`config.mk`:
```
export PLATFORM = sky130hd
export DESIGN_NAME = lmsd_ram
export DESIGN_NICKNAME = d
export VERILOG_FILES = /design/src/hdl/lmsd_ram.sv
export SDC_FILE = /design/constraint.sdc
export NUM_CORES = 2
export LEC_CHECK = 0
export BUFFER_PORTS_ARGS = -buffer_cell sky130_fd_sc_hd__buf_4
export CAP_MARGIN = 20
export CORE_ASPECT_RATIO = 0.6
export CORE_MARGIN = 2
export CORE_UTILIZATION = 30
export DETAILED_ROUTE_END_ITERATION = 7
export GPL_TIMING_DRIVEN = 1
export SYNTH_ARGS = -nofsm -noshare
export SYNTH_HDL_FRONTEND = slang
export SYNTH_SLANG_ARGS = --single-unit
export TNS_END_PERCENT = 20
```
`constraint.sdc`:
```
create_clock -name clk -period 3.2 [get_ports clk]
set_input_delay 0.8 -clock clk [delete_from_list [all_inputs] [get_ports clk]]
set_output_delay 0.8 -clock clk [all_outputs]
set_load 0.05 [all_outputs]
```
`src/hdl/lmsd_ram.sv`:
```
// ---------------------------------------------------------------------------
// lmsd_ram
// Generic simple dual-port RAM with registered read.
// ---------------------------------------------------------------------------
module lmsd_ram #(
    parameter int WIDTH = 8,
    parameter int DEPTH = 256
) (
    input  logic                     clk,
    input  logic                     we,
    input  logic [$clog2(DEPTH)-1:0] waddr,
    input  logic [WIDTH-1:0]         wdata,
    input  logic                     re,
    input  logic [$clog2(DEPTH)-1:0] raddr,
    output logic [WIDTH-1:0]         rdata
);

    logic [WIDTH-1:0] mem [DEPTH];
    logic [WIDTH-1:0] rdata_reg;

    always_ff @(posedge clk)
    begin
        if (we)
        begin
            mem[waddr] <= wdata;
        end
        if (re)
        begin
            rdata_reg <= mem[raddr];
        end
    end

    assign rdata = rdata_reg;

endmodule

```
Yosys cells after proc, flatten, opt, wreduce, memory -nomap -nowiden
Memories as Yosys holds them, arrays and structs flattened. A register that Yosys moved wholly into a read port is not among the register bits.
Index checks and enable logic that the tools add are counted.
- output and inout bits: 8
- flip-flop bits (word level): 0
- memory bits (writable): 2048
- memories kept: 1
- memories (memory ; words ; width ; rd ports ; clocked after Yosys merged registers in ; wr ports ; line ; source):
    mem ; 256 ; 8 ; 1 ; 1 ; 1 ; 18 ; logic [WIDTH-1:0] mem [DEPTH];
- mux-type cells: 2
- operators by type and width (kind ; count):
    two-way mux 1 bit ; 2

Logic depth before layout (Yosys ltp)
- depth after elaboration: 2
- depth in mapped cells: 11
- depth with buffers taken out: 6

Least setup slack after synthesis
Ideal clock, no wire load.
- path type: input port to flip-flop
- start point: input raddr[0]
- end point: register rdata_reg[2] (netlist: rdata[2]), read port of mem (data pin)
- buffers on the path: 4
- slack: 324 ps
- stages on the path: 9
- setup time: 269 ps
- arrival: 2607 ps
- path through: buf_6 buf_12 buf_8 buf_2 mux4_2 a22oi_1 a21oi_1 nor4_1 nor4_2
- RTL lines (element ; line ; source):
    start, declared ; 14 ; input logic [$clog2(DEPTH)-1:0] raddr,
    end, declared ; 19 ; logic [WIDTH-1:0] rdata_reg;

==> results.json <==
{
  "netlist_instances": 3733,
  "endpoint_kind": "flop",
  "drive_above_1_share_pct": 30.9,
  "start_kind": "input port",
  "nFillCells": 24200,
  "yosysUniqueCellTypes": 54,
  "p_clk_share_pct": 38.2,
  "vias_per_cell": 5.18,
  "internal_power_mw": 41.7,
  "fmax_ghz": 0.325,
  "crit_type": "in2reg",
  "path_max_fanout": 21,
  "maxCapViolations": 0,
  "fin_crit_sh_pct": 96.3,
  "async_flop_share_pct": 0,
  "critPathCapture": "rdata[1]",
  "synth.yosys.seq_area_share_pct": 77.5,
  "r2r_start": "mem[82][6]",
  "fp.dieW_um": 669,
  "clk_latency_ns": 0.82,
  "ios": 35,
  "cts_inserted_buffers": 175,
  "synth_common_cells": "2056 x edfxtp_1, 454 x mux4_2, 282 x nor2_1",
  "synth_top_area_cell": "edfxtp_1",
  "hp-class": "in2reg",
  "place_congestion": 0.846,
  "crit_arrival_ns": 3.63,
  "placement_rows": 146,
  "route.detailed.drc": 0,
  "dp_slack_ns": -1.26,
  "globalRoute.totalOverflow": 0,
  "synth_edf_count": 2056,
  "regArea_sq_um": 61700,
  "htree_levels": 4,
  "drt-wirelength-per-cell_um": 27.1,
  "grt_max_degree": 97,
  "cp_common_cell": "buf_4",
  "synth_nets": 3760,
  "die_y_um": 403,
  "post_synth.cell_area_avg_sq_um": 21.3,
  "status": "finished clean",
  "path_clk_slew_ns": 0.07,
  "regToRegEndpoint": "rdata[6]",
  "drt_iter0_markers": 6008,
  "grt.total_usage_pct": 15.8,
  "seq_power_share_pct": 55.7,
  "power_density_nw_per_um2": 567,
  "grt_pass1_wl_mm": 307,
  "dieArea_sq_um": 270000,
  "crit_family": "buffers and inverters",
  "path_buf_inv": 4,
  "slowest_delay_ns": 0.54,
  "cts_sinks": 2056,
  "switchingPower_mw": 11.6,
  "crit_chain": "buf_8 > buf_12 > buf_4 > mux4_2 > a22oi_1 > a21oi_1 > nor4_4 > buf_4 > nor4_1",
  "largest_reg_flops": 2048,
  "ys.flop_type": "edfxtp_1",
  "max-vdd-ir-drop_mv": 0.391,
  "drtPass1Iterations": 6,
  "cts_hold_buf": 0,
  "synth.top_cell.area_share_pct": 77.5,
  "clockRootBuffer": "clkbuf_16",
  "hold_violations": 0,
  "synth_seq_cells": 2056,
  "cpMaxStageDelayCell": "mux4_2",
  "areaGrowthSynthToFinish_pct": 18.1,
  "slew-limit-headroom_pct": 44.7,
  "clockBufferDepth": 4,
  "routed_wirelength_mm": 218,
  "synth_warnings": 0,
  "cp.depth": 9,
  "synth.most_common_cell": "edfxtp_1",
  "setup_viol": 0,
  "antenna_left": 0,
  "rsz0062_at_grt": "true",
  "fp.coreArea_sq_um": 264000,
  "whs_ns": 0.358,
  "p_leak_nw": 29.6,
  "synth.area.top_cells": "edfxtp_1 78%, mux4_2 13%, mux2i_1 1.7%, nor2_1 1.3%, a22oi_1 1.3%",
  "port_buffers": 34,
  "grt_pass1_vias": 40000,
  "layout.nets": 4389,
  "multiInputGateArea_sq_um": 16600,
  "pwr-share-comb_pct": 6.0,
  "via_count": 41600,
  "switching_share_pct": 21.8,
  "netlist_area_sq_um": 79600,
  "crit_path_start": "raddr[0]",
  "rr_worst_depth": 7,
  "postCtsSetupBuffers": 0,
  "tritoncts": "done",
  "dpl.hpwl_mm": 145,
  "grt_antenna_before_repair": 6,
  "final.min_clock_period_ns": 3.08,
  "worstMarginPinSlew_ns": 0.829,
  "worst_slack_ns": 0.118,
  "cp.required_ns": 3.74,
  "reg2reg_setup_slack_ns": 0.44,
  "fin_skew_ns": 0.0318,
  "start_util_pct": 30.2,
  "slew_violations": 0
}
worst min path at each step:
stage / from / to / slack, ns / cells past startpoint
5_1_grt: wdata[0] / mem[242][0] / 0.34 / 1
3_3_place_gp: mem[38][6] / rdata[6] / 1.19 / 6
3_5_place_dp: mem[46][6] / rdata[6] / 1.20 / 6
2_1_floorplan: mem[40][3] / rdata[3] / 0.86 / 6
6_report: wdata[0] / mem[242][0] / 0.36 / 1
4_1_cts: wdata[0] / mem[242][0] / 0.33 / 1
cell type report:
class	instances	area share [%]
repair buffers	685	6.49
clock inverters	79	0.652
inverters	2	0.00798
diodes	2	0.00532
well taps	3552	4.73
clock buffers	218	4.83
flip-flops and latches	2056	65.7
multi-input cells	1442	17.6
power by group through the flow:
stage | registers, mW | clock network (mW) | logic, mW
6_report | 29.7 | 20.4 | 3.22
3_3_place_gp | 30.3 | 0 | 3.15
2_1_floorplan | 30.3 | 0 | 1.44
5_1_grt | 29.7 | 21.7 | 3.39
3_5_place_dp | 30.3 | 0 | 3.19
4_1_cts | 29.7 | 20.7 | 3.20
cell usage in the layout, fill, tap and decap left out, types with 6 or more instances in the layout:
master / instances
a211oi_1: 16
mux4_2: 454
nor4_1: 17
a22o_1: 8
nand2b_1: 8
o221ai_1: 46
a22oi_1: 133
nor3_1: 19
nor4_2: 8
edfxtp_1: 2056
nor2b_1: 28
bufinv_16: 9
buf_12: 71
nand4_1: 10
nor2_1: 279
a21oi_1: 96
nand2_1: 33
clkinv_2: 20
nand3_1: 31
and2_1: 6
clkinv_1: 39
clkbuf_16: 175
o22ai_1: 28
a221oi_1: 13
mux2i_1: 134
buf_8: 10
buf_4: 603
o211ai_1: 10
o21ai_0: 10
clkbuf_1: 43
clkinvlp_4: 6
per-layer routing:
metal	routed length, um	global-route usage [%]	share of wire (%)	vias to the layer above
li1	-	-	-	16900
met1	102000	26.0	47	22200
met2	85300	20.3	39	2302
met3	27500	4.99	13	238
met4	3080	2.29	1.4	0
met5	0	0	0	-
repair_timing:
item	in CTS	in global routing
resized for setup	8	4
pin swaps	0	1
endpoints found under the hold margin	0	0
endpoints found under the setup margin	6	4
kinds of logic after synthesis:
kind of cell           count (synthesis)  synth area share (%)
flip-flops                          2056                  77.5
multiplexers                         591                  14.6
AO/OA/AOI/OAI                        385                  3.42
buffers and inverters                235                  1.83
AND/OR/NAND/NOR                      466                  2.63
stage by stage:
step | area, sq um | setup TNS, ns | power, mW | std cells | util, %
after detailed placement | 88800 | -7.54 | 33.5 | 7737 | 33.6
after global routing | 94000 | -0.0528 | 54.8 | 8034 | 35.6
after global placement | 88800 | -7.97 | 33.5 | 7736 | 33.6
final | 94000 | 0 | 53.3 | 8036 | 35.6
after CTS | 94000 | 0 | 53.6 | 8034 | 35.6
after floorplan | 79600 | 0 | 31.8 | 3733 | -
No activity file was read; power rests on OpenSTA's default activity.
