[src/hdl/lmsd_pkg.sv]
// ---------------------------------------------------------------------------
// lmsd_pkg
// Shared types, constants and helpers for the LED matrix scan driver.
// ---------------------------------------------------------------------------
package lmsd_pkg;

    // Panel geometry
    localparam int DOUBLE_ROWS = 16;
    localparam int COLUMNS     = 32;
    localparam int PLANES      = 2;

    localparam int STORE_DEPTH = PLANES * DOUBLE_ROWS * COLUMNS;
    localparam int ADDR_W      = $clog2(STORE_DEPTH);
    localparam int ROW_CNT_W   = $clog2(DOUBLE_ROWS);
    localparam int COL_CNT_W   = $clog2(COLUMNS);

    // Field widths
    localparam int COLOR_W    = 6;
    localparam int ROW_FLD_W  = 4;
    localparam int COL_FLD_W  = 5;
    localparam int IDLE_W     = 16;
    localparam int PHASE_W    = 3;

    localparam logic [IDLE_W-1:0] IDLE_TICKS_RESET = 16'd1792;

    // Item kinds
    localparam logic KIND_PIXEL_WRITE = 1'b0;
    localparam logic KIND_SCAN_TICK   = 1'b1;

    // Phases within one column / row tail
    localparam logic [PHASE_W-1:0] PH_CLK_HIGH   = 3'd0;
    localparam logic [PHASE_W-1:0] PH_CLK_LOW    = 3'd1;
    localparam logic [PHASE_W-1:0] PH_LATCH_HIGH = 3'd2;
    localparam logic [PHASE_W-1:0] PH_LATCH_LOW  = 3'd3;
    localparam logic [PHASE_W-1:0] PH_ENABLE_ON  = 3'd4;
    localparam logic [PHASE_W-1:0] PH_ENABLE_OFF = 3'd5;

    // Subframe sequencer
    typedef enum logic [3:0] {
        SF_PLANE0_A = 4'b0001,
        SF_PLANE1   = 4'b0010,
        SF_PLANE0_B = 4'b0100,
        SF_IDLE     = 4'b1000
    } subframe_t;

    typedef struct packed {
        logic                 kind;
        logic                 plane;
        logic [ROW_FLD_W-1:0] double_row;
        logic [COL_FLD_W-1:0] column;
        logic [COLOR_W-1:0]   color;
    } req_t;

    typedef struct packed {
        logic [COLOR_W-1:0]   color_pins;
        logic                 shift_clock;
        logic                 latch_pin;
        logic                 blank_n;
        logic [ROW_FLD_W-1:0] row_address;
        logic                 frame_end;
    } res_t;

    // Pin levels of one tick, less the data lines
    typedef struct packed {
        logic                 show_pixel;
        logic                 shift_clock;
        logic                 latch_pin;
        logic                 blank_n;
        logic [ROW_FLD_W-1:0] row_address;
        logic                 frame_end;
    } tick_ctrl_t;

    function automatic logic [ADDR_W-1:0] pixel_index(
        input logic                 plane,
        input logic [ROW_CNT_W-1:0] row,
        input logic [COL_CNT_W-1:0] col
    );
        pixel_index = ADDR_W'((int'(plane) * DOUBLE_ROWS + int'(row)) * COLUMNS
                              + int'(col));
    endfunction

endpackage

[src/hdl/lmsd_scan_ctrl.sv]
// ---------------------------------------------------------------------------
// lmsd_scan_ctrl
// Scan sequencer: subframe, row, column, phase and idle counters. Gives the
// pin levels and pixel address of the current tick and advances on step.
// ---------------------------------------------------------------------------
module lmsd_scan_ctrl (
    input  logic                              clk,
    input  logic                              rst_n,
    input  logic                              step,
    input  logic [lmsd_pkg::IDLE_W-1:0]       idle_ticks,
    output lmsd_pkg::tick_ctrl_t              ctrl,
    output logic [lmsd_pkg::ADDR_W-1:0]       rd_addr
);

    lmsd_pkg::subframe_t                   sf_reg, sf_next;
    logic [lmsd_pkg::ROW_CNT_W-1:0]        row_reg, row_next;
    logic [lmsd_pkg::COL_CNT_W-1:0]        col_reg, col_next;
    logic [lmsd_pkg::PHASE_W-1:0]          phase_reg, phase_next;
    logic [lmsd_pkg::IDLE_W-1:0]           idle_reg, idle_next;

    logic                                  scanning;
    logic                                  plane;
    logic                                  last_col;
    logic                                  last_row;
    logic                                  row_done;
    logic [lmsd_pkg::IDLE_W:0]             idle_inc;

    always_comb
    begin
        scanning = (sf_reg != lmsd_pkg::SF_IDLE);
        plane    = (sf_reg == lmsd_pkg::SF_PLANE1) && (lmsd_pkg::PLANES > 1);
        last_col = (int'(col_reg) == lmsd_pkg::COLUMNS - 1);
        last_row = (int'(row_reg) == lmsd_pkg::DOUBLE_ROWS - 1);
        row_done = (phase_reg == lmsd_pkg::PH_ENABLE_OFF);
        idle_inc = {1'b0, idle_reg} + 1'b1;

        ctrl.show_pixel  = scanning;
        ctrl.shift_clock = scanning && (phase_reg == lmsd_pkg::PH_CLK_HIGH);
        ctrl.latch_pin   = scanning && (phase_reg == lmsd_pkg::PH_LATCH_HIGH);
        ctrl.blank_n     = !(scanning && (phase_reg == lmsd_pkg::PH_ENABLE_ON));
        ctrl.row_address = scanning ? lmsd_pkg::ROW_FLD_W'(row_reg) : '0;
        ctrl.frame_end   = (sf_reg == lmsd_pkg::SF_PLANE0_B) && row_done && last_row;

        rd_addr = lmsd_pkg::pixel_index(plane, row_reg, col_reg);

        sf_next    = sf_reg;
        row_next   = row_reg;
        col_next   = col_reg;
        phase_next = phase_reg;
        idle_next  = idle_reg;

        if (!scanning)
        begin
            // Count idle ticks; restart the frame once the count is reached
            if (idle_inc >= {1'b0, idle_ticks})
            begin
                idle_next  = '0;
                sf_next    = lmsd_pkg::SF_PLANE0_A;
                row_next   = '0;
                col_next   = '0;
                phase_next = lmsd_pkg::PH_CLK_HIGH;
            end
            else
            begin
                idle_next = idle_inc[lmsd_pkg::IDLE_W-1:0];
            end
        end
        else if (phase_reg == lmsd_pkg::PH_CLK_LOW && !last_col)
        begin
            col_next   = col_reg + 1'b1;
            phase_next = lmsd_pkg::PH_CLK_HIGH;
        end
        else if (!row_done)
        begin
            phase_next = phase_reg + 1'b1;
        end
        else
        begin
            phase_next = lmsd_pkg::PH_CLK_HIGH;
            col_next   = '0;
            if (!last_row)
            begin
                row_next = row_reg + 1'b1;
            end
            else
            begin
                row_next = '0;
                case (sf_reg)
                    lmsd_pkg::SF_PLANE0_A: sf_next = lmsd_pkg::SF_PLANE1;
                    lmsd_pkg::SF_PLANE1:   sf_next = lmsd_pkg::SF_PLANE0_B;
                    default:
                    begin
                        idle_next = '0;
                        sf_next   = (idle_ticks == '0) ? lmsd_pkg::SF_PLANE0_A
                                                       : lmsd_pkg::SF_IDLE;
                    end
                endcase
            end
        end
    end

    always_ff @(posedge clk or negedge rst_n)
    begin
        if (!rst_n)
        begin
            sf_reg    <= lmsd_pkg::SF_PLANE0_A;
            row_reg   <= '0;
            col_reg   <= '0;
            phase_reg <= lmsd_pkg::PH_CLK_HIGH;
            idle_reg  <= '0;
        end
        else if (step)
        begin
            sf_reg    <= sf_next;
            row_reg   <= row_next;
            col_reg   <= col_next;
            phase_reg <= phase_next;
            idle_reg  <= idle_next;
        end
    end

endmodule

[config.mk]
export PLATFORM = sky130hd
export DESIGN_NAME = lmsd_scan_ctrl
export DESIGN_NICKNAME = d
export VERILOG_FILES = /design/src/hdl/lmsd_pkg.sv /design/src/hdl/lmsd_scan_ctrl.sv
export SDC_FILE = /design/constraint.sdc
export NUM_CORES = 1
export LEC_CHECK = 0
export BUFFER_PORTS_ARGS = -buffer_cell sky130_fd_sc_hd__buf_2
export CAP_MARGIN = 20
export CORE_MARGIN = 2
export CORE_UTILIZATION = 30
export DETAILED_ROUTE_END_ITERATION = 10
export HOLD_SLACK_MARGIN = 0.12
export PLACE_DENSITY_LB_ADDON = 0.1
export SETUP_SLACK_MARGIN = 0.02
export SYNTH_ARGS = -nofsm -noshare
export SYNTH_HDL_FRONTEND = slang
export SYNTH_SLANG_ARGS = --single-unit
[constraint.sdc]
create_clock -name clk -period 4.12 [get_ports clk]
set_clock_uncertainty 0.15 [all_clocks]
set_input_delay 0.618 -clock clk [delete_from_list [all_inputs] [get_ports clk]]
set_output_delay 0.618 -clock clk [all_outputs]
set_load 0.05 [all_outputs]
Word level (Yosys, flattened, before mapping)
Index checks and enable logic that the tools add are counted.
{"block": "op_classes", "addsub": 6, "reduce_logical": 17, "mux": 27, "n_eq_ne": 15, "order_cmp": 1}
{"op": "$mux 16", "count": 6}
{"op": "$mux 4", "count": 12}
{"op": "$mux 5", "count": 4}
{"op": "$add 16x1->17 const B", "count": 1}
{"op": "$ge 17x16->1", "count": 1}
{"op": "$logic_not 16->1", "count": 1}
{"op": "$mux 3", "count": 4}
{"op": "$add 10x5->10", "count": 1}
{"op": "$reduce_and 5->1", "count": 2}
{"op": "$eq 4x1->1 const B", "count": 2}
{"op": "$pmux 4 s2", "count": 1}
{"op": "$eq 3x3->1 const B", "count": 2}
{"op": "$logic_and 1x1->1", "count": 6}
{"op": "$add 5x1->5 const B", "count": 1}
{"op": "$add 5x4->5", "count": 1}
{"op": "$eq 5x1->1 const B", "count": 1}
{"op": "$add 4x1->4 const B", "count": 1}
{"op": "$eq 4x2->1 const B", "count": 1}
{"op": "$eq 4x3->1 const B", "count": 1}
{"op": "$ne 2x1->1 const B", "count": 2}
{"op": "$ne 2x2->1 const B", "count": 2}
{"op": "$ne 4x4->1 const B", "count": 1}
{"op": "$reduce_and 4->1", "count": 1}
{"op": "$add 3x1->3 const B", "count": 1}
{"op": "other kinds (9)", "count": 10}
{"block": "totals", "input_bits": 19, "wordCells": 71, "reg_bits": 32, "output_inout_bits": 19}

Depth between registers and ports, before layout
{"block": "depth", "ltp_word": 7, "ltp_mapped": 14, "depth_no_buf": 13}

Worst setup path before layout
No wires, ideal clock.
{"block": "synth_timing", "path_kind": "register -> register", "startpoint": "register idle_reg[0] (netlist name)", "endpoint": "register phase_reg[0] (netlist name)", "t_required_ps": 3888, "path_stages_with_launch": 15, "n_path_buf": 1, "setup_time_ps": 82, "slack_ps": 889, "t_arrival_ps": 2999, "synth_period_minus_slack_ps": 3231, "cell_sequence": "dfrtp_1 > ha_1 > nand3_1 > nor2_1 > nand3_1 > nor2_1 > xor2_1 > ha_1 > a21o_1 > a211o_1 > a21oi_2 > o211ai_4 > or2_1 > buf_6 > a31oi_1"}
{"block": "synth_between", "elab_chain_cells": 4}
{"element": "start, declared", "line_no": "lmsd_scan_ctrl.sv:19", "rtl": "logic [lmsd_pkg::IDLE_W-1:0] idle_reg, idle_next;"}
{"element": "start signal, assigned", "line_no": "lmsd_scan_ctrl.sv:118", "rtl": "idle_reg <= idle_next;"}
{"element": "$add 16x1->17", "line_no": "lmsd_scan_ctrl.sv:35", "rtl": "idle_inc = {1'b0, idle_reg} + 1'b1;"}
{"element": "$ge 17x16->1", "line_no": "lmsd_scan_ctrl.sv:55", "rtl": "if (idle_inc >= {1'b0, idle_ticks})"}
{"element": "$reduce_bool 2->1 (no line)"}
{"element": "$reduce_and 2->1 (no line)"}
{"element": "end signal, assigned", "line_no": "lmsd_scan_ctrl.sv:109", "rtl": "phase_reg <= lmsd_pkg::PH_CLK_HIGH;"}
{"element": "end signal, assigned", "line_no": "lmsd_scan_ctrl.sv:117", "rtl": "phase_reg <= phase_next;"}
{"element": "end, declared", "line_no": "lmsd_scan_ctrl.sv:18", "rtl": "logic [lmsd_pkg::PHASE_W-1:0] phase_reg, phase_next;"}
Every way passes these cells.
A chain may end at the register's enable or synchronous reset.

Worst setup path after layout
{"block": "layout_timing", "startpoint": "register idle_reg[0] (netlist name)", "endpoint": "register idle_reg[0] (netlist name)"}
{"block": "layout_between", "elab_chain_cells": 4}
{"element": "$add 16x1->17 (*)", "line_no": "lmsd_scan_ctrl.sv:35"}
{"element": "$ge 17x16->1", "line_no": "lmsd_scan_ctrl.sv:55"}
{"element": "$mux 16 (*)", "line_no": "lmsd_scan_ctrl.sv:55"}
{"element": "$mux 16 (*)", "line_no": "lmsd_scan_ctrl.sv:52", "rtl": "if (!scanning)"}
Every way passes the cells marked *; elsewhere a longest branch is shown, timed or not.

==> flow_summary.toml <==
[clock_network]
cts_htree_levels = 2
cts_resized = 0
cts_tree = "built"
cts_sinks = 32
path_clk_slew_ps = 70
post-cts-setup-buffers = 0
max-clock-path-buffers = 2
clock_latency_ps = 270
postCtsHoldBufs = 0
numCtsBuffers = 5
cts_root_buf = "clkbuf_8"

[run_status]
status = "complete, no violations"

[worst_setup_path]
critPathRequiredTime_ps = 4190
critPathLaunchType = "flip-flop"
setup.worst_path.class = "reg -> reg"
arrival_ps = 3770
critPathCaptureType = "flip-flop"
path_max_fanout = 10

[synth]
synth_fa_ha_area_share_pct = 10.7
synth_top_area_share_pct = 33.2
synth-seq-area-share_pct = 34.4
async_reset_ff_share_pct = 100
yosysMostFrequentCell = "dfrtp_1"
synth_edf_count = 0
synth_xor_area_share_pct = 6.38
syn_area_per_cell_sq_um = 8.97
synthFlopType = "dfrtp_1"
synth_compound_area_share_pct = 19.1
yosysWarnings = 0
syn_inst = 260
synthTopCellsByArea = "dfrtp_1, ha_1, a22o_1"
ys_seq_elements = 32
syn_nets = 299
synth_top_family_by_area = "simple AND/OR/NAND/NOR gates"
synth_cell_types = 50
synthTopCellsByCount = "dfrtp_1, nand2_1, inv_1"
yosys.area_share.simple_pct = 21.6
yosys.area.top_type = "dfrtp_1"
syn_area_sq_um = 2330
synthMuxAreaShare_pct = 1.88

[cells_and_area]
fillers = 799
area_delta_synth_final_pct = 16.3
post_route_cells_drive_above_1_share_pct = 20.7
largest_reg_flops = 16
antennaDiodeCount = 0
nNetsFinal = 337

[global_route]
grt_max_degree = 33
antenna_found_initial = 0
grt-ovfl-total = 0
grt_pass1_wl_microns = 9490
grt_usage_pct = 14.0
grt_pass1_vias = 1909

[floorplanning]
fp.coreArea_sq_um = 7650
dieWidth_microns = 92.2
die_area_sq_um = 8500
initial_utilization_pct = 30.5
die_y_microns = 92.2
num_rows = 32
pin_count = 38

[timing]
tns_ps = 0
rsz0062_at_grt = "no"
setup_viol = 0
slew_violations = 0
tightestPinTransition_ps = 791
layout_worst_path_cycle_share_pct = 89.8
worst_slew_margin_rel_pct = 46.8
min_period_ps = 3700
timing_hold_violations_final = 0
clock.fmax_mhz = 270

[placed_design]
place_hpwl_microns = 4260
place.gp.congestion = 0.788
place.port_buffers = 37

[drt]
drt-pass1-iter-count = 5
post_drt_wl_per_cell_microns = 13.8
via_per_inst = 4.93
drc = 0
drt-initial-drc-count = 98
ant_nets = 0
wirelength_microns = 5520
via_count = 1976

[power]
power.total_uw = 787
pwr_density_cell_nw_per_um2 = 290
p_leak_nw = 1.32
peakVddDrop_mv = 0.229

[job]
max_cap_viol_count = 0

[hold_path]
worstHoldPathType = "in -> async"
metrics by stage:
stage | utilization, % | cell area [sq um] | std cells | setup slack, ps | hold slack [ps]
after floorplan | - | 2330 | 260 | 889 | 172
after global placement | 34.3 | 2620 | 393 | 503 | 369
after detailed placement | 34.3 | 2620 | 393 | 432 | 372
after CTS | 35.5 | 2710 | 401 | 402 | 290
after global routing | 35.5 | 2710 | 401 | 63.0 | 314
final | 35.5 | 2710 | 401 | 421 | 256
final cells by class:
cell class / count / area [sq um] / share of cell area (%)
clock buffers: 8 / 90.1 / 3.32
well taps: 102 / 128 / 4.70
repair buffers: 41 / 215 / 7.93
flip-flops and latches: 32 / 802 / 29.6
inverters: 23 / 86.3 / 3.18
multi-input cells: 195 / 1390 / 51.3
cell usage in the layout (no fill, tap or decap), drive strengths merged, types with 2 or more instances in the layout:
cell | netlist | layout
a21oi | 12 | 12
xnor2 | 10 | 10
inv | 23 | 23
ha | 20 | 20
nor2 | 13 | 13
a2111oi | 2 | 2
nand3 | 11 | 11
o21ai | 16 | 16
a22o | 10 | 10
o31ai | 4 | 4
o211ai | 2 | 2
nand4 | 8 | 8
and3 | 5 | 5
and4 | 2 | 2
buf | 3 | 41
nor4b | 2 | 2
dfrtp | 31 | 31
nor4 | 9 | 9
nor3 | 5 | 5
nand2 | 23 | 23
mux2 | 3 | 3
o221ai | 2 | 2
a21o | 3 | 3
xor2 | 7 | 7
a31o | 5 | 5
and2 | 7 | 7
clkbuf | 7 | 8
nand3b | 2 | 2
layer usage:
layer  vias up  track usage [%]  wire length, microns
li1       1028                -                     -
met1       918             19.9                  2770
met2        25             22.4                  2560
met3         5             2.47                   140
met4         0             2.99                    46
met5         -                0                     0
path summary, 6_finish.rpt:
path | depth (start not counted) | slack (ps) | to | startpoint
worst max-delay path | 13 | 420 | idle_reg[0] | idle_reg[0]
worst min-delay path | 1 | 260 | idle_reg[7] | rst_n
worst max register to register | 13 | 420 | idle_reg[0] | idle_reg[0]
worst min register to register | 1 | 380 | col_reg[4] | col_reg[4]
max in group asynchronous | 1 | 3070 | sf_reg[1] | rst_n
min in group clk | 1 | 380 | col_reg[4] | col_reg[4]
cells by family (layout without fill, tap and decap cells):
group                    Yosys count  in the layout
buffers and inverters             33             72
XOR/XNOR                          17             17
AND/OR/NAND/NOR                   92             92
flip-flops                        32             32
multiplexers                       4              4
adder cells (fa/ha/maj)           20             20
AO/OA/AOI/OAI                     62             62
where the power goes:
| group | switching (mW) | internal (mW) |
|---|---|---|
| clock | 0.113 | 0.136 |
| sequential | 0.0247 | 0.334 |
| combinational | 0.121 | 0.0576 |
| total | 0.258 | 0.528 |
worst max-delay path, stage by stage (launching register included):
cell	delay (ps)
dfrtp_1	420
ha_1	240
nand3_1	170
nor2_1	250
nand3_1	270
nor2_1	200
xor2_1	210
ha_1	280
a21o_1	170
a211o_1	300
a21oi_2	180
o211ai_4	180
nor3_2	390
mux2_2	230
(Power assumes the default switching activity.)
